<file path="src/rtl/core/ftb_pkg.sv">
`timescale 1ns / 1ps
// ----------------------------------------------------------------------------
// ftb_pkg
// shared types and codes of the frame retransmit timer bank
// ----------------------------------------------------------------------------
package ftb_pkg;

	localparam int SEQ_W     = 3;
	localparam int KIND_W    = 2;
	localparam int TICKS_W   = 16;
	localparam int TDATA_W   = 8;

	localparam logic [KIND_W-1:0] KIND_START = 2'd0;
	localparam logic [KIND_W-1:0] KIND_STOP  = 2'd1;
	localparam logic [KIND_W-1:0] KIND_TICK  = 2'd2;

	localparam logic [TICKS_W-1:0] TIMEOUT_RST = 16'd100;

	// controller to datapath
	typedef struct packed {
		logic take;      // input item accepted
		logic idx_clr;
		logic idx_inc;
		logic rd_en;     // read tick count at idx
		logic upd;       // count down or expire entry at idx
		logic mask_clr;
		logic emit;      // load output register from idx
	} ftb_cmd_t;

	// datapath to controller
	typedef struct packed {
		logic armed_cur;
		logic mask_cur;
		logic mask_empty;
		logic idx_last;
		logic out_free;
	} ftb_status_t;

endpackage

</file>
<file path="src/rtl/core/frame_retransmit_timer_bank_unit.sv">
`timescale 1ns / 1ps
// ----------------------------------------------------------------------------
// frame_retransmit_timer_bank_unit
// one retransmission timer per frame sequence number, expiries on tick items
// ----------------------------------------------------------------------------
// channel   direction  signals                          contents
// s_        in         s_tvalid s_tready s_tdata s_tuser  tdata: frame_seq, tuser: kind
// m_        out        m_tvalid m_tready m_tdata m_tlast  tdata: expired_seq, tlast: last_expiry
// cfg_      in         cfg_we cfg_wdata                 timeout_ticks
//
// start and stop items are handled in the cycle that accepts them.
// a tick walks the bank one entry a cycle, an armed entry through a read
// state and then an update state, as the tick count ram read is registered;
// it then drains the expiry mask one entry a cycle while the output is free
// and goes idle once the mask is empty.
// s_tready is low while a tick is worked on; a stalled m_tready holds the drain.
// reset clears armed bits, the expiry mask and output valid, and sets timeout_ticks to 100.
// ----------------------------------------------------------------------------
module frame_retransmit_timer_bank_unit
	import ftb_pkg::*;
#(
	parameter int NUM_SEQ = 8
) (
	input  logic               clk,
	input  logic               arst_n,
	input  logic               s_tvalid,
	output logic               s_tready,
	input  logic [TDATA_W-1:0] s_tdata,   // [2:0] frame_seq
	input  logic [KIND_W-1:0]  s_tuser,   // [1:0] kind
	output logic               m_tvalid,
	input  logic               m_tready,
	output logic [TDATA_W-1:0] m_tdata,   // [2:0] expired_seq
	output logic               m_tlast,
	input  logic               cfg_we,
	input  logic [TICKS_W-1:0] cfg_wdata
);

	ftb_cmd_t         cmd;
	ftb_status_t      sts;
	logic [SEQ_W-1:0] out_seq;

	ftb_ctrl u_ctrl (
		.clk      (clk),
		.arst_n   (arst_n),
		.in_valid (s_tvalid),
		.in_kind  (s_tuser),
		.in_ready (s_tready),
		.sts      (sts),
		.cmd      (cmd)
	);

	ftb_dp #(
		.NUM_SEQ (NUM_SEQ)
	) u_dp (
		.clk       (clk),
		.arst_n    (arst_n),
		.cmd       (cmd),
		.sts       (sts),
		.in_kind   (s_tuser),
		.in_seq    (s_tdata[SEQ_W-1:0]),
		.cfg_we    (cfg_we),
		.cfg_wdata (cfg_wdata),
		.out_valid (m_tvalid),
		.out_ready (m_tready),
		.out_seq   (out_seq),
		.out_last  (m_tlast)
	);

	assign m_tdata = TDATA_W'(out_seq);

endmodule

</file>
<file path="src/rtl/core/ftb_ram.sv">
`timescale 1ns / 1ps
// ----------------------------------------------------------------------------
// ftb_ram
// generic single write, single read ram with registered read data
// ----------------------------------------------------------------------------
module ftb_ram #(
	parameter int WIDTH = 16,
	parameter int DEPTH = 8
) (
	input  logic                     clk,
	input  logic                     we,
	input  logic [$clog2(DEPTH)-1:0] waddr,
	input  logic [WIDTH-1:0]         wdata,
	input  logic                     re,
	input  logic [$clog2(DEPTH)-1:0] raddr,
	output logic [WIDTH-1:0]         rdata
);

	logic [WIDTH-1:0] mem_q [DEPTH];
	logic [WIDTH-1:0] rdata_q;

	always_ff @(posedge clk) begin
		if (we) begin
			mem_q[waddr] <= wdata;
		end
		if (re) begin
			rdata_q <= mem_q[raddr];
		end
	end

	assign rdata = rdata_q;

endmodule

</file>
<file path="src/rtl/core/ftb_ctrl.sv">
`timescale 1ns / 1ps
// ----------------------------------------------------------------------------
// ftb_ctrl
// sequencer: takes items, walks the bank on a tick, then drains expiries
// ----------------------------------------------------------------------------
module ftb_ctrl
	import ftb_pkg::*;
(
	input  logic              clk,
	input  logic              arst_n,
	input  logic              in_valid,
	input  logic [KIND_W-1:0] in_kind,
	output logic              in_ready,
	input  ftb_status_t       sts,
	output ftb_cmd_t          cmd
);

	localparam logic [1:0] ST_IDLE = 2'd0;
	localparam logic [1:0] ST_SCAN = 2'd1;
	localparam logic [1:0] ST_UPD  = 2'd2;
	localparam logic [1:0] ST_EMIT = 2'd3;

	logic [1:0] state_q;
	logic [1:0] state_nxt;

	always_comb begin
		state_nxt = state_q;
		cmd       = '0;
		in_ready  = 1'b0;
		case (state_q)
			ST_IDLE: begin
				in_ready = 1'b1;
				if (in_valid) begin
					cmd.take = 1'b1;
					if (in_kind == KIND_TICK) begin
						cmd.idx_clr  = 1'b1;
						cmd.mask_clr = 1'b1;
						state_nxt    = ST_SCAN;
					end
				end
			end
			ST_SCAN: begin
				if (sts.armed_cur) begin
					cmd.rd_en = 1'b1;
					state_nxt = ST_UPD;
				end else if (sts.idx_last) begin
					cmd.idx_clr = 1'b1;
					state_nxt   = ST_EMIT;
				end else begin
					cmd.idx_inc = 1'b1;
				end
			end
			ST_UPD: begin
				cmd.upd = 1'b1;
				if (sts.idx_last) begin
					cmd.idx_clr = 1'b1;
					state_nxt   = ST_EMIT;
				end else begin
					cmd.idx_inc = 1'b1;
					state_nxt   = ST_SCAN;
				end
			end
			ST_EMIT: begin
				if (sts.mask_empty) begin
					state_nxt = ST_IDLE;
				end else if (sts.mask_cur) begin
					if (sts.out_free) begin
						cmd.emit    = 1'b1;
						cmd.idx_inc = !sts.idx_last;
					end
				end else begin
					cmd.idx_inc = 1'b1;
				end
			end
			default: begin
				state_nxt = ST_IDLE;
			end
		endcase
	end

	always_ff @(posedge clk or negedge arst_n) begin
		if (!arst_n) begin
			state_q <= ST_IDLE;
		end else begin
			state_q <= state_nxt;
		end
	end

	// a walk never leaves the bank before its last entry
	a_scan_to_emit: assert property (@(posedge clk) disable iff (!arst_n)
		(state_q != ST_EMIT && state_nxt == ST_EMIT) |-> sts.idx_last)
		else $error("walk ended before last entry");

endmodule

</file>
<file path="src/rtl/core/ftb_dp.sv">
`timescale 1ns / 1ps
// ----------------------------------------------------------------------------
// ftb_dp
// timer datapath: armed bits, tick count ram, expiry mask, output register
// ----------------------------------------------------------------------------
module ftb_dp
	import ftb_pkg::*;
#(
	parameter int NUM_SEQ = 8
) (
	input  logic               clk,
	input  logic               arst_n,
	input  ftb_cmd_t           cmd,
	output ftb_status_t        sts,
	input  logic [KIND_W-1:0]  in_kind,
	input  logic [SEQ_W-1:0]   in_seq,
	input  logic               cfg_we,
	input  logic [TICKS_W-1:0] cfg_wdata,
	output logic               out_valid,
	input  logic               out_ready,
	output logic [SEQ_W-1:0]   out_seq,
	output logic               out_last
);

	localparam int IW = $clog2(NUM_SEQ);
	localparam logic [IW-1:0] IDX_LAST = IW'(NUM_SEQ - 1);

	logic [TICKS_W-1:0] timeout_q;
	logic [NUM_SEQ-1:0] armed_q;
	logic [NUM_SEQ-1:0] mask_q;
	logic [IW-1:0]      idx_q;
	logic               out_valid_q;
	logic [SEQ_W-1:0]   out_seq_q;
	logic               out_last_q;

	logic [IW+SEQ_W-1:0] seq_ext;
	logic [IW+SEQ_W-1:0] idx_ext;
	logic [IW-1:0]       seq_idx;
	logic                seq_ok;
	logic                do_start;
	logic                do_stop;
	logic [TICKS_W-1:0]  timeout_eff;
	logic [TICKS_W-1:0]  rdata;
	logic                expire;
	logic                ram_we;
	logic [IW-1:0]       ram_waddr;
	logic [TICKS_W-1:0]  ram_wdata;
	logic [NUM_SEQ-1:0]  idx_hot;
	logic                out_free;

	assign seq_ext     = (IW + SEQ_W)'(in_seq);
	assign idx_ext     = (IW + SEQ_W)'(idx_q);
	assign seq_idx     = seq_ext[IW-1:0];
	assign seq_ok      = 32'(in_seq) < 32'(NUM_SEQ);
	assign do_start    = cmd.take && (in_kind == KIND_START) && seq_ok;
	assign do_stop     = cmd.take && (in_kind == KIND_STOP) && seq_ok;
	assign timeout_eff = (timeout_q == '0) ? TICKS_W'(1) : timeout_q;
	assign expire      = rdata <= TICKS_W'(1);
	assign idx_hot     = NUM_SEQ'(1) << idx_q;
	assign out_free    = !out_valid_q || out_ready;

	// start items and the tick walk never share a cycle
	always_comb begin
		ram_we    = 1'b0;
		ram_waddr = idx_q;
		ram_wdata = rdata - TICKS_W'(1);
		if (do_start) begin
			ram_we    = 1'b1;
			ram_waddr = seq_idx;
			ram_wdata = timeout_eff;
		end else if (cmd.upd && !expire) begin
			ram_we = 1'b1;
		end
	end

	ftb_ram #(
		.WIDTH (TICKS_W),
		.DEPTH (NUM_SEQ)
	) u_ticks_ram (
		.clk   (clk),
		.we    (ram_we),
		.waddr (ram_waddr),
		.wdata (ram_wdata),
		.re    (cmd.rd_en),
		.raddr (idx_q),
		.rdata (rdata)
	);

	always_ff @(posedge clk or negedge arst_n) begin
		if (!arst_n) begin
			timeout_q   <= TIMEOUT_RST;
			armed_q     <= '0;
			mask_q      <= '0;
			idx_q       <= '0;
			out_valid_q <= 1'b0;
		end else begin
			if (cfg_we) begin
				timeout_q <= cfg_wdata;
			end
			if (do_start) begin
				armed_q[seq_idx] <= 1'b1;
			end else if (do_stop) begin
				armed_q[seq_idx] <= 1'b0;
			end else if (cmd.upd && expire) begin
				armed_q[idx_q] <= 1'b0;
			end
			if (cmd.mask_clr) begin
				mask_q <= '0;
			end else if (cmd.upd && expire) begin
				mask_q[idx_q] <= 1'b1;
			end else if (cmd.emit) begin
				mask_q[idx_q] <= 1'b0;
			end
			if (cmd.idx_clr) begin
				idx_q <= '0;
			end else if (cmd.idx_inc) begin
				idx_q <= idx_q + IW'(1);
			end
			if (cmd.emit) begin
				out_valid_q <= 1'b1;
			end else if (out_ready) begin
				out_valid_q <= 1'b0;
			end
		end
	end

	always_ff @(posedge clk) begin
		if (cmd.emit) begin
			out_seq_q  <= idx_ext[SEQ_W-1:0];
			// last when no other expiry is left in the mask
			out_last_q <= (mask_q & ~idx_hot) == '0;
		end
	end

	assign sts.armed_cur  = armed_q[idx_q];
	assign sts.mask_cur   = mask_q[idx_q];
	assign sts.mask_empty = mask_q == '0;
	assign sts.idx_last   = idx_q == IDX_LAST;
	assign sts.out_free   = out_free;

	assign out_valid = out_valid_q;
	assign out_seq   = out_seq_q;
	assign out_last  = out_last_q;

	a_upd_after_read: assert property (@(posedge clk) disable iff (!arst_n)
		cmd.upd |-> $past(cmd.rd_en))
		else $error("tick count used without a read");

	a_upd_armed: assert property (@(posedge clk) disable iff (!arst_n)
		cmd.upd |-> armed_q[idx_q])
		else $error("count down of a disarmed timer");

	a_emit_marked: assert property (@(posedge clk) disable iff (!arst_n)
		cmd.emit |-> (mask_q[idx_q] && out_free))
		else $error("expiry reported for unmarked entry or full output");

	a_expire_disarms: assert property (@(posedge clk) disable iff (!arst_n)
		(cmd.upd && expire) |=> !armed_q[$past(idx_q)])
		else $error("expired timer still armed");

endmodule
</file>
<file path="config.mk">
export PLATFORM = sky130hd
export DESIGN_NAME = frame_retransmit_timer_bank_unit
export DESIGN_NICKNAME = d
export VERILOG_FILES = /design/src/rtl/core/ftb_pkg.sv /design/src/rtl/core/frame_retransmit_timer_bank_unit.sv /design/src/rtl/core/ftb_ram.sv /design/src/rtl/core/ftb_ctrl.sv /design/src/rtl/core/ftb_dp.sv
export SDC_FILE = /design/constraint.sdc
export NUM_CORES = 1
export LEC_CHECK = 0
export ABC_AREA = 0
export BUFFER_PORTS_ARGS = -buffer_cell sky130_fd_sc_hd__buf_4
export CORE_ASPECT_RATIO = 0.75
export CORE_MARGIN = 2
export CORE_UTILIZATION = 27
export DETAILED_ROUTE_END_ITERATION = 10
export GPL_TIMING_DRIVEN = 0
export PLACE_DENSITY = 0.52
export SLEW_MARGIN = 20
export SYNTH_ARGS = -nofsm -noshare
export SYNTH_HDL_FRONTEND = slang
export SYNTH_SLANG_ARGS = --single-unit
</file>
<file path="constraint.sdc">
create_clock -name clk -period 7.15 [get_ports clk]
set_clock_uncertainty 0.15 [all_clocks]
set_input_delay 0 -clock clk [delete_from_list [all_inputs] [get_ports clk]]
set_output_delay 0 -clock clk [all_outputs]
set_load 0.03 [all_outputs]
</file>
Word level (Yosys, flattened, before mapping)

Memory sizes are Yosys's and may differ from the RTL's. A register that Yosys moved wholly into a read port is not among the register bits.
Index checks and enable logic that the tools add are counted.

Bits in registers: 42
RAM bits: 128
Input bits: 31
Output and inout bits: 11
Word-level logic and storage cells: 109
Memories: 1

Memory list:

| name                   | depth | bits a word | read ports | clocked after memory_dff | write ports | RTL line      | RTL |
|---|---|---|---|---|---|---|---|
| u_dp.u_ticks_ram.mem_q | 8     | 16          | 1          | 1                        | 1           | ftb_ram.sv:19 | `logic [WIDTH-1:0] mem_q [DEPTH];` |

$add $sub $neg: 2
Magnitude comparators: 5
Equality and inequality tests: 10
Shift operators: 1
Mux-type cells: 53
Bitwise gates (word level): 9
Reductions and logical operators: 20

Operators with widths:

| operator                                                          | number |
|---|---|
| 2-to-1 mux 8 bit                                                  | 6 |
| AND 8 bit                                                         | 4 |
| 2-to-1 mux 16 bit                                                 | 2 |
| 2-to-1 mux 1 bit                                                  | 27 |
| NOT 8 bit                                                         | 3 |
| <= comparator 16 x 1 -> 1 bit, second input constant              | 1 |
| zero test 16 bit                                                  | 1 |
| zero test 8 bit                                                   | 2 |
| 2-to-1 mux 2 bit                                                  | 8 |
| bitwise OR 8 bit                                                  | 2 |
| subtractor 16 x 1 -> 16 bit, second input constant                | 1 |
| 2-to-1 mux 3 bit                                                  | 3 |
| < comparator 3 x 4 -> 1 bit, second input constant                | 2 |
| one-hot mux 2 bit (4 select lines)                                | 1 |
| left shift 1 x 3 -> 8 bit, first input constant                   | 1 |
| binary-select mux 1 bit (select 3 bit)                            | 2 |
| demux 1 bit (select 3 bit)                                        | 2 |
| equality test 2 bit, second input constant                        | 3 |
| greater-or-equal comparator 3 x 1 -> 1 bit, second input constant | 2 |
| logical AND 1 bit                                                 | 6 |
| one-hot mux 1 bit (3 select lines)                                | 2 |
| nonzero test 3 bit                                                | 2 |
| equality test 2 x 1 -> 1 bit, second input constant               | 2 |
| zero test 2 bit                                                   | 2 |
| other kinds (9)                                                   | 13 |

Longest topological paths before layout

Gate-level depths: netlist of run 1.

Depth in word-level cells: 9
Mapped depth: 9
Depth with buffers taken out: 7

Modules after synthesis

From an unflattened synthesis of run 1, not the netlist that was laid out.

Cells, all modules: 533
Area total of the unflattened synthesis: 8335.5 um2

Modules (own cells, without submodules):

| module                           | times used | cells an instance | area each (um2) | seq. area each (um2) |
|---|---|---|---|---|
| ftb_ram                          | 1          | 214               | 5454.0          | 4324.1 |
| ftb_dp                           | 1          | 288               | 2610.0          | 1024.7 |
| ftb_ctrl                         | 1          | 25                | 230.2           | 50.0 |
| frame_retransmit_timer_bank_unit | 1          | 6                 | 41.3            | 0.0 |

Worst setup path after synthesis of run 1

No wires, ideal clock.

Path type: reg-to-reg
From: register u_dp.idx_q[0]
To: register u_dp.u_ticks_ram.rdata_q[0], in the netlist u_dp.u_ticks_ram.rdata[0], read port of u_dp.u_ticks_ram.mem_q (enable)
Setup time: 0.430 ns
Arrival time: 2.593 ns
Required time: 6.570 ns
Setup slack: 3.977 ns
Cell stages (with the launch flop): 6
Path buffers: 2
Cell sequence: dfrtp_1 -> buf_4 -> buf_6 -> mux2i_1 -> o2bb2ai_1 -> nor4_1

RTL lines:

| element                | RTL line      | RTL |
|---|---|---|
| from (decl)            | ftb_dp.sv:31  | `logic [IW-1:0] idx_q;` |
| from (signal assigned) | ftb_dp.sv:117 | `idx_q <= idx_q + IW'(1);` |
| to (decl)              | ftb_ram.sv:20 | `logic [WIDTH-1:0] rdata_q;` |

Final worst setup path of run 1

From: register u_ctrl.state_q[1]
To: memory u_dp.u_ticks_ram.mem_q[6][14] (enable)

Longest elaborated chain between the ends: 7
Elaborated cells on any way between the ends: 11
Those cells by class: eq/ne (1); mux (7); reduce/logical (3)

RTL lines:

| element                                | RTL line       | RTL |
|---|---|---|
| from (decl)                            | ftb_ctrl.sv:23 | `logic [1:0] state_q;` |
| from (signal assigned)                 | ftb_ctrl.sv:85 | `state_q <= state_nxt;` |
| equality test 2 bit                    | ftb_ctrl.sv:30 | `case (state_q)` |
| 2-to-1 mux 1 bit                       | ftb_ctrl.sv:30 |  |
| logical AND 1 bit                      | ftb_dp.sv:71   | `end else if (cmd.upd && !expire) begin` |
| 2-to-1 mux 1 bit                       | ftb_dp.sv:71   |  |
| 2-to-1 mux 1 bit                       | ftb_dp.sv:67   | `if (do_start) begin` |
| 2-to-1 mux 1 bit                       | ftb_ram.sv:23  | `if (we) begin` |
| 2-to-1 mux 1 bit (implied by the code) | ftb_ram.sv:24  | `mem_q[waddr] <= wdata;` |
| to (decl)                              | ftb_ram.sv:19  |  |

Parallel ways exist; a longest one is shown, timed or not.

==> tab_implementation.tex, run 1 <==
\begin{tabular}{lr}
\hline
Metric & Value \\
\hline
\multicolumn{2}{l}{\textbf{Synthesis}} \\
Count of state elements after synthesis & 186 \\
Number of synthesized flops with an enable pin & approximately 150 \\
Sequential cell area fraction in the yosys report & 0.690 \\
Share of the synthesized area in the top cell type & 0.568 \\
Dominant cell type by area after synthesis & sky130\_fd\_sc\_hd\_\_edfxtp\_1 \\
Netlist area before placement & just under 8000 sq um \\
Synthesized netlist cell count & between 500 and 600 \\
Synthesized area per cell & 14.5 sq um \\
Most area-consuming cells after synthesis & sky130\_fd\_sc\_hd\_\_edfxtp\_1, sky130\_fd\_sc\_hd\_\_dfrtp\_1, sky130\_fd\_sc\_hd\_\_a22oi\_1 \\
Dominant synthesized flop cell & sky130\_fd\_sc\_hd\_\_edfxtp\_1 \\
Async set-reset flop share out of synthesis & 0.204 \\
Distinct cell type count of the synthesized netlist & 63 \\
Syn. warnings & 0 \\
\multicolumn{2}{l}{\textbf{Place}} \\
Routability congestion estimate & around 0.81 \\
Sum of net half-perimeters after detailed placement & roughly 14 mm \\
Dpl cells & 961 \\
Number of buffers inserted by port buffering & 29 \\
\multicolumn{2}{l}{\textbf{Setup path}} \\
Arrival time at the worst endpoint & 3.41 ns \\
Worst setup path class & flip-flop to flip-flop \\
Number of cells on the worst reg-to-reg path & 6 \\
Critical Path End & u\_dp.u\_ticks\_ram.mem\_q[6][14] \\
Worst setup path startpoint & u\_ctrl.state\_q[1] \\
Register-to-Register Setup Slack & 3.66 ns \\
Launching point of the worst reg2reg path & u\_ctrl.state\_q[1] \\
Largest fanout on the critical path & 16 \\
Worst Path Required & between 7 and 8 ns \\
Endpoint of the lowest-slack register-to-register path & u\_dp.u\_ticks\_ram.mem\_q[6][14] \\
Critical Path Source Type & flip-flop \\
Endpoint type of the worst setup path & flip-flop \\
\multicolumn{2}{l}{\textbf{CTS}} \\
Sinks on the clock net & 186 \\
Number of clock buffers inserted by TritonCTS & 17 \\
CTS tree & built \\
Clock input transition at the sequential cells of the worst setup and hold paths & 0.07 ns \\
Worst-skew pair later-pin latency & 0.44 ns \\
CTS Root Cell & sky130\_fd\_sc\_hd\_\_clkbuf\_16 \\
H-tree levels & 4 \\
Bufs on Longest Clock Path & 2 \\
\multicolumn{2}{l}{\textbf{Route}} \\
Number of detailed-route iterations in the first pass & 5 \\
Antenna violation net count after detailed routing & 0 \\
Post-detailed-route DRC marker count & 0 \\
Mean routed wirelength per cell & 20.9 microns \\
Overall routed net length & roughly 21 mm \\
DR vias & 5161 \\
DRC violation total after the first TritonRoute iteration & 418 \\
Average vias per placed instance & 5.02 \\
\multicolumn{2}{l}{\textbf{Timing}} \\
Worst-margin pin slew & 1.02 ns \\
Clock period minus worst slack & 3.49 ns \\
Final Max Slew Viols & 0 \\
Number of endpoints failing setup at the final stage & 0 \\
Setup total negative slack & 0 ns \\
Max Freq & 287 MHz \\
Max-slew headroom at the worst pin & 0.313 \\
Final Cycle Share & 0.488 \\
Unrepaired setup endpoints after global routing & false \\
Total count of hold-check failures in the final report & 0 \\
\multicolumn{2}{l}{\textbf{Die}} \\
Die height & about 150 microns \\
Area inside the core boundary & 28200 sq um \\
Number of core rows & 53 \\
Area of the die & 30400 sq um \\
Initial standard-cell utilization of the core & 0.277 \\
I/O pin count & 42 \\
Die boundary width & 201 microns \\
\multicolumn{2}{l}{\textbf{Run}} \\
Max-cap violations & 0 \\
\multicolumn{2}{l}{\textbf{Power}} \\
Power per unit of standard cell area & 397 nW/um\^{}2 \\
Switching share of total power & 0.362 \\
Clock group share of total power & 0.248 \\
Sequential cell fraction of total power & 0.438 \\
Leakage dissipation & 3.20 nW \\
Net switching component of the power & roughly 0.0014 W \\
Maximum vdd ir drop & 0.223 mV \\
Internal portion of total power & approximately 0.0024 W \\
Logic gate share of total power & 0.314 \\
\multicolumn{2}{l}{\textbf{Global route}} \\
Via count of the first global-routing pass & 5252 \\
Antenna violations before repair & 0 \\
Global-route total usage across every layer & 0.145 \\
Global-route wire length before repair & between 30 and 40 mm \\
Maximum number of pins on one net before global-route repair & 36 \\
Remaining Overflow, GRT & 0 \\
\multicolumn{2}{l}{\textbf{Layout}} \\
Number of antenna repair diodes & 0 \\
Proportion of layout cells with a drive suffix above 1 & 0.210 \\
Syn-to-layout area delta & 22.8\% \\
Net count reported at finish & 669 \\
Non-filler cells, final & 1028 \\
Fillers & 2736 \\
\multicolumn{2}{l}{\textbf{Worst hold path}} \\
Hold crit path type & input port to flip-flop \\
\multicolumn{2}{l}{\textbf{Run status}} \\
Status & complete, no violations \\
\hline
\end{tabular}
cell type report:
cell class              count  area (sq um)  share of cell area
multi-input cells         316          2300               0.240
well taps                 385           482              0.0501
clock buffers              17           425              0.0443
plain buffers              29           163              0.0169
clock inverters            15           164              0.0171
flip-flops and latches    186          5400               0.562
inverters                  12          45.0             0.00469
repair buffers             68           623              0.0649
cells in the mapped netlist, drive strengths merged (5+ instances only):
master    n
nor2     31
a31oi     6
buf      18
a211oi    7
nor4      8
ha        8
nand2b    7
a21oi    16
nand2    29
nand4    16
mux2     21
clkbuf   11
o21ai    18
nor3     10
edfxtp  148
dfrtp    35
nor2b     5
a32o      5
a22oi    64
inv      12
xnor2     9
worst min-delay path by stage:
stage,startpoint,endpoint,slack [ns],cells past startpoint
floorplan,arst_n,u_ctrl.state_q[0],-0.45,0
global placement,arst_n,u_dp.mask_q[4],-0.16,1
detailed placement,arst_n,u_dp.mask_q[0],-0.14,1
CTS,m_tready,u_dp.out_valid,0.14,3
global route,m_tready,u_dp.out_valid,0.17,3
finish,m_tready,u_dp.out_valid,0.14,3
cell usage in the layout (no fill, tap or decap), types with 4 or more instances in the layout:
cell	n
sky130_fd_sc_hd__nand2_1	29
sky130_fd_sc_hd__nand3_1	4
sky130_fd_sc_hd__a31oi_1	6
sky130_fd_sc_hd__nor3_1	4
sky130_fd_sc_hd__clkbuf_16	17
sky130_fd_sc_hd__a32o_1	5
sky130_fd_sc_hd__a21oi_1	14
sky130_fd_sc_hd__dfrtp_1	35
sky130_fd_sc_hd__dlygate4sd3_1	34
sky130_fd_sc_hd__a211oi_1	7
sky130_fd_sc_hd__nor4_1	5
sky130_fd_sc_hd__o21ai_0	14
sky130_fd_sc_hd__nor2_1	18
sky130_fd_sc_hd__nor2b_1	5
sky130_fd_sc_hd__inv_1	11
sky130_fd_sc_hd__nand4_1	16
sky130_fd_sc_hd__edfxtp_1	148
sky130_fd_sc_hd__buf_4	37
sky130_fd_sc_hd__a22oi_1	64
sky130_fd_sc_hd__nor2_2	5
sky130_fd_sc_hd__buf_2	9
sky130_fd_sc_hd__nor2_4	8
sky130_fd_sc_hd__ha_1	8
sky130_fd_sc_hd__xor2_1	4
sky130_fd_sc_hd__xnor2_1	9
sky130_fd_sc_hd__mux2_2	20
sky130_fd_sc_hd__conb_1	5
sky130_fd_sc_hd__nand2b_1	7
sky130_fd_sc_hd__nor3_2	6
sky130_fd_sc_hd__clkbuf_1	11
sequential cells by signal, indices dropped and copies added (netlist names):
| register | cells |
|---|---|
| u_ctrl.state_q | 2 |
| u_dp.armed_q | 8 |
| u_dp.idx_q | 3 |
| u_dp.mask_q | 8 |
| u_dp.out_last | 1 |
| u_dp.out_seq | 3 |
| u_dp.out_valid | 1 |
| u_dp.timeout_q | 16 |
| u_dp.u_ticks_ram.mem_q | 128 |
| u_dp.u_ticks_ram.rdata | 16 |
per-stage QoR:
stage	hold slack [ns]	total power (W)	utilization	worst slack, ns	instance area (sq um)
6_report	0.145	0.00382	0.340	3.66	9610
3_3_place_gp	-0.156	0.00278	0.302	2.10	8530
5_1_grt	0.173	0.00400	0.340	3.53	9610
2_1_floorplan	-0.446	0.00239	-	3.98	7840
4_1_cts	0.138	0.00382	0.340	3.69	9600
3_5_place_dp	-0.140	0.00286	0.306	3.72	8650
kinds of logic (layout without fill, tap and decap cells):
logic type,Yosys count,after routing,share of synthesized area
flip-flops,186,186,0.690
XOR/XNOR,13,13,0.0146
buffers and inverters,41,141,0.0266
AO/OA/AOI/OAI,138,138,0.126
AND/OR/NAND/NOR,126,126,0.0894
adder cells (fa/ha/maj),8,8,0.0128
multiplexers,26,26,0.0398
other,1,5,0.000480
worst max-delay path, cell delays in order, from the launching register on:
cell                       delay (ns)
sky130_fd_sc_hd__dfrtp_1         0.36
sky130_fd_sc_hd__clkbuf_1        0.19
sky130_fd_sc_hd__nor4b_2         0.63
sky130_fd_sc_hd__nor2b_1         0.26
sky130_fd_sc_hd__clkbuf_1        0.44
sky130_fd_sc_hd__a32oi_1         0.37
sky130_fd_sc_hd__nor2_4          0.70
power by group through the flow:
stage | sequential [W] | clock (W) | combinational, W
finish | 0.00167 | 0.000948 | 0.00120
floorplan | 0.00165 | 0 | 0.000735
detailed placement | 0.00169 | 0 | 0.00117
global route | 0.00169 | 0.00100 | 0.00131
global placement | 0.00169 | 0 | 0.00109
CTS | 0.00167 | 0.000961 | 0.00119
layer usage:
layer / share of wire / wire length [microns] / GRT usage
met4: 0.0093 / 199 / 0.0385
met2: 0.45 / 9720 / 0.222
met5: 0 / 0 / 0
met1: 0.47 / 10100 / 0.209
met3: 0.065 / 1400 / 0.0286
timing repair:
action | in CTS | in global routing
endpoints found under the hold margin | 68 | 0
buffers inserted | 0 | 0
gates resized for setup | 0 | 0
hold buffers | 35 | 0
Power figures use the tool's default switching activity.
==> run 2, diff against run 1 <==
--- a/config.mk
+++ b/config.mk
@@ -12,7 +12,7 @@
 export CORE_UTILIZATION = 27
 export DETAILED_ROUTE_END_ITERATION = 10
 export GPL_TIMING_DRIVEN = 0
-export PLACE_DENSITY = 0.52
+export PLACE_DENSITY = 0.53
 export SLEW_MARGIN = 20
 export SYNTH_ARGS = -nofsm -noshare
 export SYNTH_HDL_FRONTEND = slang
==> constraint.sdc (replaced) <==
create_clock -name clk -period 2.9 [get_ports clk]
set_clock_uncertainty 0.15 [all_clocks]
set_input_delay 0 -clock clk [delete_from_list [all_inputs] [get_ports clk]]
set_output_delay 0 -clock clk [all_outputs]
set_load 0.03 [all_outputs]
==> tab_implementation.tex, run 2 (synthesis results as in run 1) <==
\begin{tabular}{lr}
\hline
Metric & Value \\
\hline
\multicolumn{2}{l}{\textbf{Route}} \\
DRC violation total after the first TritonRoute iteration & 521 (+25\%) \\
Average vias per placed instance & 5.10 (+1.5\%) \\
DR vias & 5280 (+2.3\%) \\
Post-detailed-route DRC marker count & 0 (unchanged) \\
Antenna violation net count after detailed routing & 0 (unchanged) \\
Mean routed wirelength per cell & 21.7 microns (+4.2\%) \\
Overall routed net length & 22.5 mm (+5.0\%) \\
Number of detailed-route iterations in the first pass & 5 (unchanged) \\
\multicolumn{2}{l}{\textbf{CTS}} \\
CTS Root Cell & sky130\_fd\_sc\_hd\_\_clkbuf\_16 \\
Clock input transition at the sequential cells of the worst setup and hold paths & 0.07 ns (about the same) \\
Bufs on Longest Clock Path & 2 (unchanged) \\
Worst-skew pair later-pin latency & 0.44 ns (about the same) \\
H-tree levels & 4 (unchanged) \\
CTS tree & built \\
Number of clock buffers inserted by TritonCTS & 17 (unchanged) \\
Sinks on the clock net & 186 (unchanged) \\
\multicolumn{2}{l}{\textbf{Layout}} \\
Most common cell after layout, fill and taps aside & sky130\_fd\_sc\_hd\_\_edfxtp\_1 \\
Largest registers ranked by flip-flop count & u\_dp.u\_ticks\_ram.mem\_q (128), u\_dp.timeout\_q (16), u\_dp.u\_ticks\_ram.rdata (16) \\
Syn-to-layout area delta & 25.9\% \\
Net count reported at finish & 677 (+1.2\%) \\
Top library cells by usage in the layout, fill and taps aside & sky130\_fd\_sc\_hd\_\_edfxtp\_1, sky130\_fd\_sc\_hd\_\_a22oi\_1, sky130\_fd\_sc\_hd\_\_buf\_4 \\
Number of antenna repair diodes & 0 (unchanged) \\
Largest reg by FF count & u\_dp.u\_ticks\_ram.mem\_q \\
Non-filler cells, final & 1036 (+0.78\%) \\
Number of flip-flops in the largest register & 128 (unchanged) \\
Proportion of layout cells with a drive suffix above 1 & 0.247 (+0.0374) \\
\multicolumn{2}{l}{\textbf{Setup path}} \\
Critical Path Source Type & flip-flop \\
Arrival time at the worst endpoint & 2.94 ns (-0.47 ns) \\
Endpoint type of the worst setup path & flip-flop \\
Worst Path Required & 2.94 ns (-4.13 ns) \\
Worst setup path class & flip-flop to flip-flop \\
Largest fanout on the critical path & 16 (unchanged) \\
\multicolumn{2}{l}{\textbf{Die}} \\
I/O pin count & 42 (unchanged) \\
Area of the die & 30400 sq um (unchanged) \\
Die boundary width & 201 microns (unchanged) \\
Initial standard-cell utilization of the core & 0.277 (unchanged) \\
Area inside the core boundary & 28200 sq um (unchanged) \\
Number of core rows & 53 (unchanged) \\
Die height & 151 microns (unchanged) \\
\multicolumn{2}{l}{\textbf{Timing}} \\
Number of endpoints failing setup at the final stage & 0 (unchanged) \\
Final Max Slew Viols & 0 (unchanged) \\
Setup total negative slack & 0 ns (unchanged) \\
Clock period minus worst slack & 2.89 ns (-0.595 ns) \\
Unrepaired setup endpoints after global routing & true \\
Final Cycle Share & 0.998 (+0.510) \\
Total count of hold-check failures in the final report & 0 (unchanged) \\
Max-slew headroom at the worst pin & 0.282 (-0.0308) \\
Max Freq & 346 MHz (+21\%) \\
Worst-margin pin slew & 1.07 ns (+0.0460 ns) \\
\multicolumn{2}{l}{\textbf{Run status}} \\
Status & complete, no violations \\
\multicolumn{2}{l}{\textbf{Global route}} \\
Via count of the first global-routing pass & 5382 (+2.5\%) \\
Global-route wire length before repair & 33.4 mm (+3.6\%) \\
Maximum number of pins on one net before global-route repair & 36 (unchanged) \\
Remaining Overflow, GRT & 0 (unchanged) \\
Global-route total usage across every layer & 0.151 (+0.00655) \\
Antenna violations before repair & 0 (unchanged) \\
\multicolumn{2}{l}{\textbf{Power}} \\
Power per unit of standard cell area & 973 nW/um\^{}2 (+140\%) \\
Total power of the final layout & 0.00958 W (+150\%) \\
Maximum vdd ir drop & 0.525 mV (+130\%) \\
Leakage dissipation & 3.31 nW (+3.4\%) \\
\multicolumn{2}{l}{\textbf{Place}} \\
Routability congestion estimate & 0.872 (+8.1\%) \\
Dpl cells & 959 (-0.21\%) \\
Number of buffers inserted by port buffering & 29 (unchanged) \\
Sum of net half-perimeters after detailed placement & 13.8 mm (-0.59\%) \\
\multicolumn{2}{l}{\textbf{Run}} \\
Max-cap violations & 0 (unchanged) \\
\multicolumn{2}{l}{\textbf{Worst hold path}} \\
Hold crit path type & input port to flip-flop \\
\hline
\end{tabular}
## run 2: changes by cell type in the layout (fill, tap and decap cells not counted), moves of 2 or more
cell,delta
sky130_fd_sc_hd__clkinv_1,-2
sky130_fd_sc_hd__clkbuf_1,-5
sky130_fd_sc_hd__buf_2,-2
sky130_fd_sc_hd__a31oi_2,+3
sky130_fd_sc_hd__clkinv_8,-2
sky130_fd_sc_hd__o21ai_0,-3
sky130_fd_sc_hd__a31oi_1,-3
sky130_fd_sc_hd__dlygate4sd3_1,-2
sky130_fd_sc_hd__buf_12,+10
sky130_fd_sc_hd__clkbuf_2,+5
sky130_fd_sc_hd__inv_6,+3
sky130_fd_sc_hd__buf_6,+2
sky130_fd_sc_hd__o21ai_2,+4
## run 2: metrics by stage
| stage | hold slack (ns) | util | worst slack, ns | instance area, sq um |
|---|---|---|---|---|
| finish | 0.139 | 0.349 | 0.00707 | 9850 |
| CTS | 0.132 | 0.345 | 0.0122 | 9760 |
| global placement | -0.120 | 0.302 | -1.37 | 8540 |
| detailed placement | -0.112 | 0.306 | -0.538 | 8630 |
| floorplan | -0.446 | - | 0.0785 | 7840 |
| global route | 0.163 | 0.349 | -0.0458 | 9850 |
## run 2: worst max-delay path, stage by stage (launching register included)
cell and delay, ns:
sky130_fd_sc_hd__edfxtp_1 0.48, sky130_fd_sc_hd__or4_4 0.57, sky130_fd_sc_hd__nor3_2 0.27, sky130_fd_sc_hd__nand3_1 0.27, sky130_fd_sc_hd__a32oi_2 0.62, sky130_fd_sc_hd__nor2_4 0.08, sky130_fd_sc_hd__buf_12 0.20
## run 2: final cells by class
type | count | area [sq um]
Multi-Input combinational cell | 316 | 2380
Tap cell | 385 | 482
Clock inverter | 13 | 115
Buffer | 29 | 169
Fill cell | 2740 | 18400
Clock buffer | 19 | 464
Inverter | 12 | 45.0
Sequential cell | 186 | 5400
Timing Repair Buffer | 76 | 796
## run 2: timing repair
action	CTS	global route
hold endpoints to repair	68	0
cloned	0	0
pin swaps	6	3
gates resized for setup	11	13
hold buffers	33	0
setup endpoints to repair	231	206
setup buffers	9	3
## run 2: path summary, 6_finish.rpt
check | slack, ns | to | cells past startpoint | start
setup / recovery | 0.007 | u_dp.u_ticks_ram.mem_q[2][11] | 6 | u_dp.u_ticks_ram.rdata[11]
hold / removal | 0.14 | u_dp.out_valid | 3 | m_tready
setup reg to reg | 0.007 | u_dp.u_ticks_ram.mem_q[2][11] | 6 | u_dp.u_ticks_ram.rdata[11]
hold reg to reg | 0.38 | u_dp.armed_q[4] | 1 | u_dp.armed_q[4]
max in group asynchronous | 1.81 | u_dp.timeout_q[11] | 4 | arst_n
min in group asynchronous | 0.54 | u_dp.timeout_q[6] | 3 | arst_n
## run 2: routing by layer
layer  routed length, microns  up-vias  track usage
met1                    10500     2724        0.209
li1                         -     2331            -
met5                        0        -            0
met3                     1560       24       0.0329
met4                      312        0       0.0437
met2                    10200      201        0.240
## run 2: power breakdown
| part | internal, W | total, W | switching (W) |
|---|---|---|---|
| Sequential | 0.00378 | 0.00413 | 0.000356 |
| Clock | 0.00121 | 0.00231 | 0.00110 |
| Combinational | 0.00109 | 0.00315 | 0.00206 |
==> run 3, diff against run 2 <==
--- a/config.mk
+++ b/config.mk
@@ -5,14 +5,14 @@
 export SDC_FILE = /design/constraint.sdc
 export NUM_CORES = 1
 export LEC_CHECK = 0
-export ABC_AREA = 0
-export BUFFER_PORTS_ARGS = -buffer_cell sky130_fd_sc_hd__buf_4
+export ABC_AREA = 1
 export CORE_ASPECT_RATIO = 0.75
 export CORE_MARGIN = 2
 export CORE_UTILIZATION = 27
 export DETAILED_ROUTE_END_ITERATION = 10
+export DONT_BUFFER_PORTS = 1
 export GPL_TIMING_DRIVEN = 0
-export PLACE_DENSITY = 0.53
+export PLACE_DENSITY = 0.52
 export SLEW_MARGIN = 20
 export SYNTH_ARGS = -nofsm -noshare
 export SYNTH_HDL_FRONTEND = slang
==> tab_implementation.tex, run 3 <==
\begin{tabular}{lr}
\hline
Metric & Value \\
\hline
\multicolumn{2}{l}{\textbf{Power}} \\
Internal portion of total power & 0.00612 W (+0.78\%) \\
Leakage dissipation & 3.76 nW (+14\%) \\
Logic gate share of total power & 0.342 (+0.014) \\
Net switching component of the power & 0.00390 W (+11\%) \\
Sequential cell fraction of total power & 0.426 (-0.005) \\
Switching share of total power & 0.389 (+0.0226) \\
Clock group share of total power & 0.232 (-0.009) \\
Power per unit of standard cell area & 992 nW/um\^{}2 (+1.9\%) \\
Maximum vdd ir drop & 0.472 mV (-10\%) \\
\multicolumn{2}{l}{\textbf{Global route}} \\
Global-route wire length before repair & 35.4 mm (+5.9\%) \\
Remaining Overflow, GRT & 0 (unchanged) \\
Via count of the first global-routing pass & 5542 (+3.0\%) \\
Global-route total usage across every layer & 0.153 (+0.00148) \\
Antenna violations before repair & 0 (unchanged) \\
Maximum number of pins on one net before global-route repair & 36 (unchanged) \\
\multicolumn{2}{l}{\textbf{Layout}} \\
Net count reported at finish & 851 (+26\%) \\
Cell area after layout & 10100 sq um (+2.5\%) \\
Number of antenna repair diodes & 0 (unchanged) \\
Syn-to-layout area delta & 23.3\% \\
Top library cells by usage in the layout, fill and taps aside & sky130\_fd\_sc\_hd\_\_nand2\_1, sky130\_fd\_sc\_hd\_\_edfxtp\_1, sky130\_fd\_sc\_hd\_\_nor2\_1 \\
Largest registers ranked by flip-flop count & u\_dp.u\_ticks\_ram.mem\_q (128), u\_dp.timeout\_q (16), u\_dp.u\_ticks\_ram.rdata (16) \\
Number of flip-flops in the largest register & 128 (unchanged) \\
Most common cell after layout, fill and taps aside & sky130\_fd\_sc\_hd\_\_nand2\_1 \\
Largest reg by FF count & u\_dp.u\_ticks\_ram.mem\_q \\
Proportion of layout cells with a drive suffix above 1 & 0.158 (-0.0897) \\
\multicolumn{2}{l}{\textbf{Place}} \\
Routability congestion estimate & 0.855 (-2.0\%) \\
Placed cell areas & 8950 sq um (+3.7\%) \\
Number of buffers inserted by port buffering & 0 (-100\%) \\
Sum of net half-perimeters after detailed placement & 16.0 mm (+16\%) \\
Post-Place Setup Slack & -0.247 ns (+0.292 ns) \\
\multicolumn{2}{l}{\textbf{CTS}} \\
CTS tree & built \\
H-tree levels & 4 (unchanged) \\
Bufs on Longest Clock Path & 2 (unchanged) \\
Worst-skew pair later-pin latency & 0.44 ns (about the same) \\
Number of clock buffers inserted by TritonCTS & 17 (unchanged) \\
Clock input transition at the sequential cells of the worst setup and hold paths & 0.08 ns (about the same) \\
CTS Root Cell & sky130\_fd\_sc\_hd\_\_clkbuf\_16 \\
Sinks on the clock net & 186 (unchanged) \\
\multicolumn{2}{l}{\textbf{Timing}} \\
Max Freq & 357 MHz (+3.3\%) \\
Unrepaired setup endpoints after global routing & true \\
Worst-margin pin slew & 1.03 ns (-0.0404 ns) \\
Clock period minus worst slack & 2.80 ns (-0.0932 ns) \\
Final Cycle Share & 0.965 (-0.0321) \\
Final Max Slew Viols & 0 (unchanged) \\
Total count of hold-check failures in the final report & 0 (unchanged) \\
Number of endpoints failing setup at the final stage & 0 (unchanged) \\
Max-slew headroom at the worst pin & 0.306 (+0.0236) \\
Minimum setup slack in the final design & 0.100 ns (+0.0932 ns) \\
\multicolumn{2}{l}{\textbf{Synthesis}} \\
Sequential cell area fraction in the yosys report & 0.659 (-0.0312) \\
Netlist area before placement & 8190 sq um (+4.7\%) \\
Syn. warnings & 0 (unchanged) \\
Share of the synthesized area in the top cell type & 0.543 (-0.0257) \\
Dominant synthesized flop cell & sky130\_fd\_sc\_hd\_\_edfxtp\_1 \\
Count of state elements after synthesis & 186 (unchanged) \\
Dominant cell type by area after synthesis & sky130\_fd\_sc\_hd\_\_edfxtp\_1 \\
Distinct cell type count of the synthesized netlist & 47 (-25\%) \\
Async set-reset flop share out of synthesis & 0.204 (unchanged) \\
Synth top cells by count & sky130\_fd\_sc\_hd\_\_nand2\_1, sky130\_fd\_sc\_hd\_\_edfxtp\_1, sky130\_fd\_sc\_hd\_\_nor2\_1, sky130\_fd\_sc\_hd\_\_inv\_1, sky130\_fd\_sc\_hd\_\_dfrtp\_1 \\
Dominant cell by count in the synthesized netlist & sky130\_fd\_sc\_hd\_\_nand2\_1 \\
Synthesized netlist cell count & 722 (+34\%) \\
Synthesized area per cell & 11.3 sq um (-22\%) \\
Number of synthesized flops with an enable pin & 148 (unchanged) \\
Most area-consuming cells after synthesis & sky130\_fd\_sc\_hd\_\_edfxtp\_1, sky130\_fd\_sc\_hd\_\_dfrtp\_1, sky130\_fd\_sc\_hd\_\_nand2\_1 \\
\multicolumn{2}{l}{\textbf{Route}} \\
Uppermost metal layer occupied by signal nets & met4 \\
DRC violation total after the first TritonRoute iteration & 519 (-0.38\%) \\
Number of detailed-route iterations in the first pass & 8 (+3) \\
Post-detailed-route DRC marker count & 0 (unchanged) \\
Average vias per placed instance & 4.75 (-6.8\%) \\
Amount of wire on met2 after detailed routing & 9.82 mm (-3.6\%) \\
DR vias & 5813 (+10\%) \\
Routed length on met3 & 1.71 mm (+9.5\%) \\
Mean routed wirelength per cell & 19.3 microns (-11\%) \\
Metal-1 WL & 11.7 mm (+12\%) \\
Antenna violation net count after detailed routing & 0 (unchanged) \\
Overall routed net length & 23.6 mm (+4.6\%) \\
\multicolumn{2}{l}{\textbf{Die}} \\
I/O pin count & 42 (unchanged) \\
Number of core rows & 55 (+3.8\%) \\
Die height & 155 microns (+2.3\%) \\
Area inside the core boundary & 30000 sq um (+6.2\%) \\
Die boundary width & 205 microns (+2.3\%) \\
Area of the die & 31800 sq um (+4.6\%) \\
Initial standard-cell utilization of the core & 0.273 (-0.00384) \\
\multicolumn{2}{l}{\textbf{Setup path}} \\
Largest fanout on the critical path & 8 (-8) \\
Critical Path Source Type & flip-flop \\
Endpoint of the lowest-slack register-to-register path & u\_dp.u\_ticks\_ram.mem\_q[0][13] \\
Launching point of the worst reg2reg path & u\_ctrl.state\_q[1] \\
Worst setup path class & flip-flop to flip-flop \\
Worst Path Required & 2.89 ns (-0.05 ns) \\
Register-to-Register Setup Slack & 0.10 ns (+0.09 ns) \\
Number of cells on the worst reg-to-reg path & 8 (+2) \\
Endpoint type of the worst setup path & flip-flop \\
Arrival time at the worst endpoint & 2.79 ns (-0.15 ns) \\
\multicolumn{2}{l}{\textbf{Worst hold path}} \\
Worst Min Path Start & cfg\_we \\
Worst Hold Path Cells & 2 (-1) \\
Hold crit path type & input port to flip-flop \\
Worst Hold Path EP & u\_dp.timeout\_q[13] \\
\multicolumn{2}{l}{\textbf{Run status}} \\
Status & complete, no violations \\
\multicolumn{2}{l}{\textbf{Run}} \\
Max-cap violations & 0 (unchanged) \\
\hline
\end{tabular}
-- run 3: cell types whose count changed after synthesis, sizes merged, moves of 10 or more --
cell / previous run / this run
clkbuf: 11 / 1
nor2: 31 / 64
nand2: 29 / 191
nand3: 4 / 16
inv: 12 / 53
mux2: 21 / 10
a22oi: 64 / 14
a221oi: 1 / 16
o21ai: 18 / 46
-- run 3: logic make-up after synthesis --
| group | after synthesis | synth area share |
|---|---|---|
| flip-flops | 186 | 0.659 |
| XOR/XNOR | 10 | 0.0107 |
| other | 1 | 0.000458 |
| adder cells (fa/ha/maj) | 8 | 0.0122 |
| buffers and inverters | 80 | 0.0461 |
| AO/OA/AOI/OAI | 114 | 0.0883 |
| AND/OR/NAND/NOR | 313 | 0.169 |
| multiplexers | 10 | 0.0137 |
-- run 3: per-layer routing --
metal	up-vias	global-route usage
met1	2853	0.235
met2	225	0.214
met4	0	0.0401
li1	2721	-
met3	14	0.0339
met5	-	0
-- run 3: how the worst max path moves through the flow --
stage | start | endpoint | depth (start not counted)
floorplan | u_ctrl.state_q[1] | u_dp.u_ticks_ram.mem_q[0][0] | 8
global placement | u_ctrl.state_q[1] | u_dp.u_ticks_ram.mem_q[1][5] | 8
detailed placement | u_dp.u_ticks_ram.rdata[11] | u_dp.u_ticks_ram.mem_q[5][14] | 8
CTS | u_dp.u_ticks_ram.rdata[11] | u_dp.u_ticks_ram.mem_q[1][5] | 8
global route | u_ctrl.state_q[1] | u_dp.u_ticks_ram.mem_q[0][13] | 8
finish | u_ctrl.state_q[1] | u_dp.u_ticks_ram.mem_q[0][13] | 8
-- run 3: what timing repair did --
action                                 in CTS  in global routing
resized for setup                           4                  2
endpoints found under the hold margin      83                  0
buffers inserted                            4                  2
cloned                                      0                  0
hold buffers                               46                  0
pin swaps                                   3                  1
setup endpoints to repair                  73                 20
-- run 3: through the flow --
step / utilization / total power [W] / hold WS [ns] / instances / TNS (ns)
global placement: 0.291 / 0.00738 / -0.444 / 1125 / -184.71
global route: 0.337 / 0.0106 / 0.0579 / 1224 / -0.251
floorplan: - / 0.00629 / -0.446 / 726 / -10.45
finish: 0.337 / 0.0100 / 0.0424 / 1224 / 0
CTS: 0.336 / 0.0100 / 0.0274 / 1222 / 0
detailed placement: 0.298 / 0.00758 / -0.444 / 1140 / -6.31
-- run 3: cell type report --
type                       count  area, sq um
fill                        3030        19900
buffer                        26          173
clock buffer                  17          425
timing repair buffer          67          701
clock inverter                15          160
sequential                   186         5400
multi-input combinational    460         2530
tap                          399          499
inverter                      54          205
-- run 3: power by group through the flow --
stage	clock [W]	combinational [W]	sequential, W
after floorplan	0	0.00211	0.00418
after global placement	0	0.00305	0.00433
after detailed placement	0	0.00327	0.00431
after CTS	0.00236	0.00339	0.00426
after global routing	0.00248	0.00379	0.00431
final	0.00233	0.00342	0.00426
-- run 3: worst max-delay path, stage by stage (launching register included) --
cell and delay (ns):
sky130_fd_sc_hd__dfrtp_1 0.44, sky130_fd_sc_hd__nor2_4 0.30, sky130_fd_sc_hd__nand3b_4 0.13, sky130_fd_sc_hd__nor2_4 0.18, sky130_fd_sc_hd__nand2_1 0.07, sky130_fd_sc_hd__o21ai_0 0.23
sky130_fd_sc_hd__nand2_1 0.24, sky130_fd_sc_hd__nor3_2 0.52, sky130_fd_sc_hd__buf_6 0.24
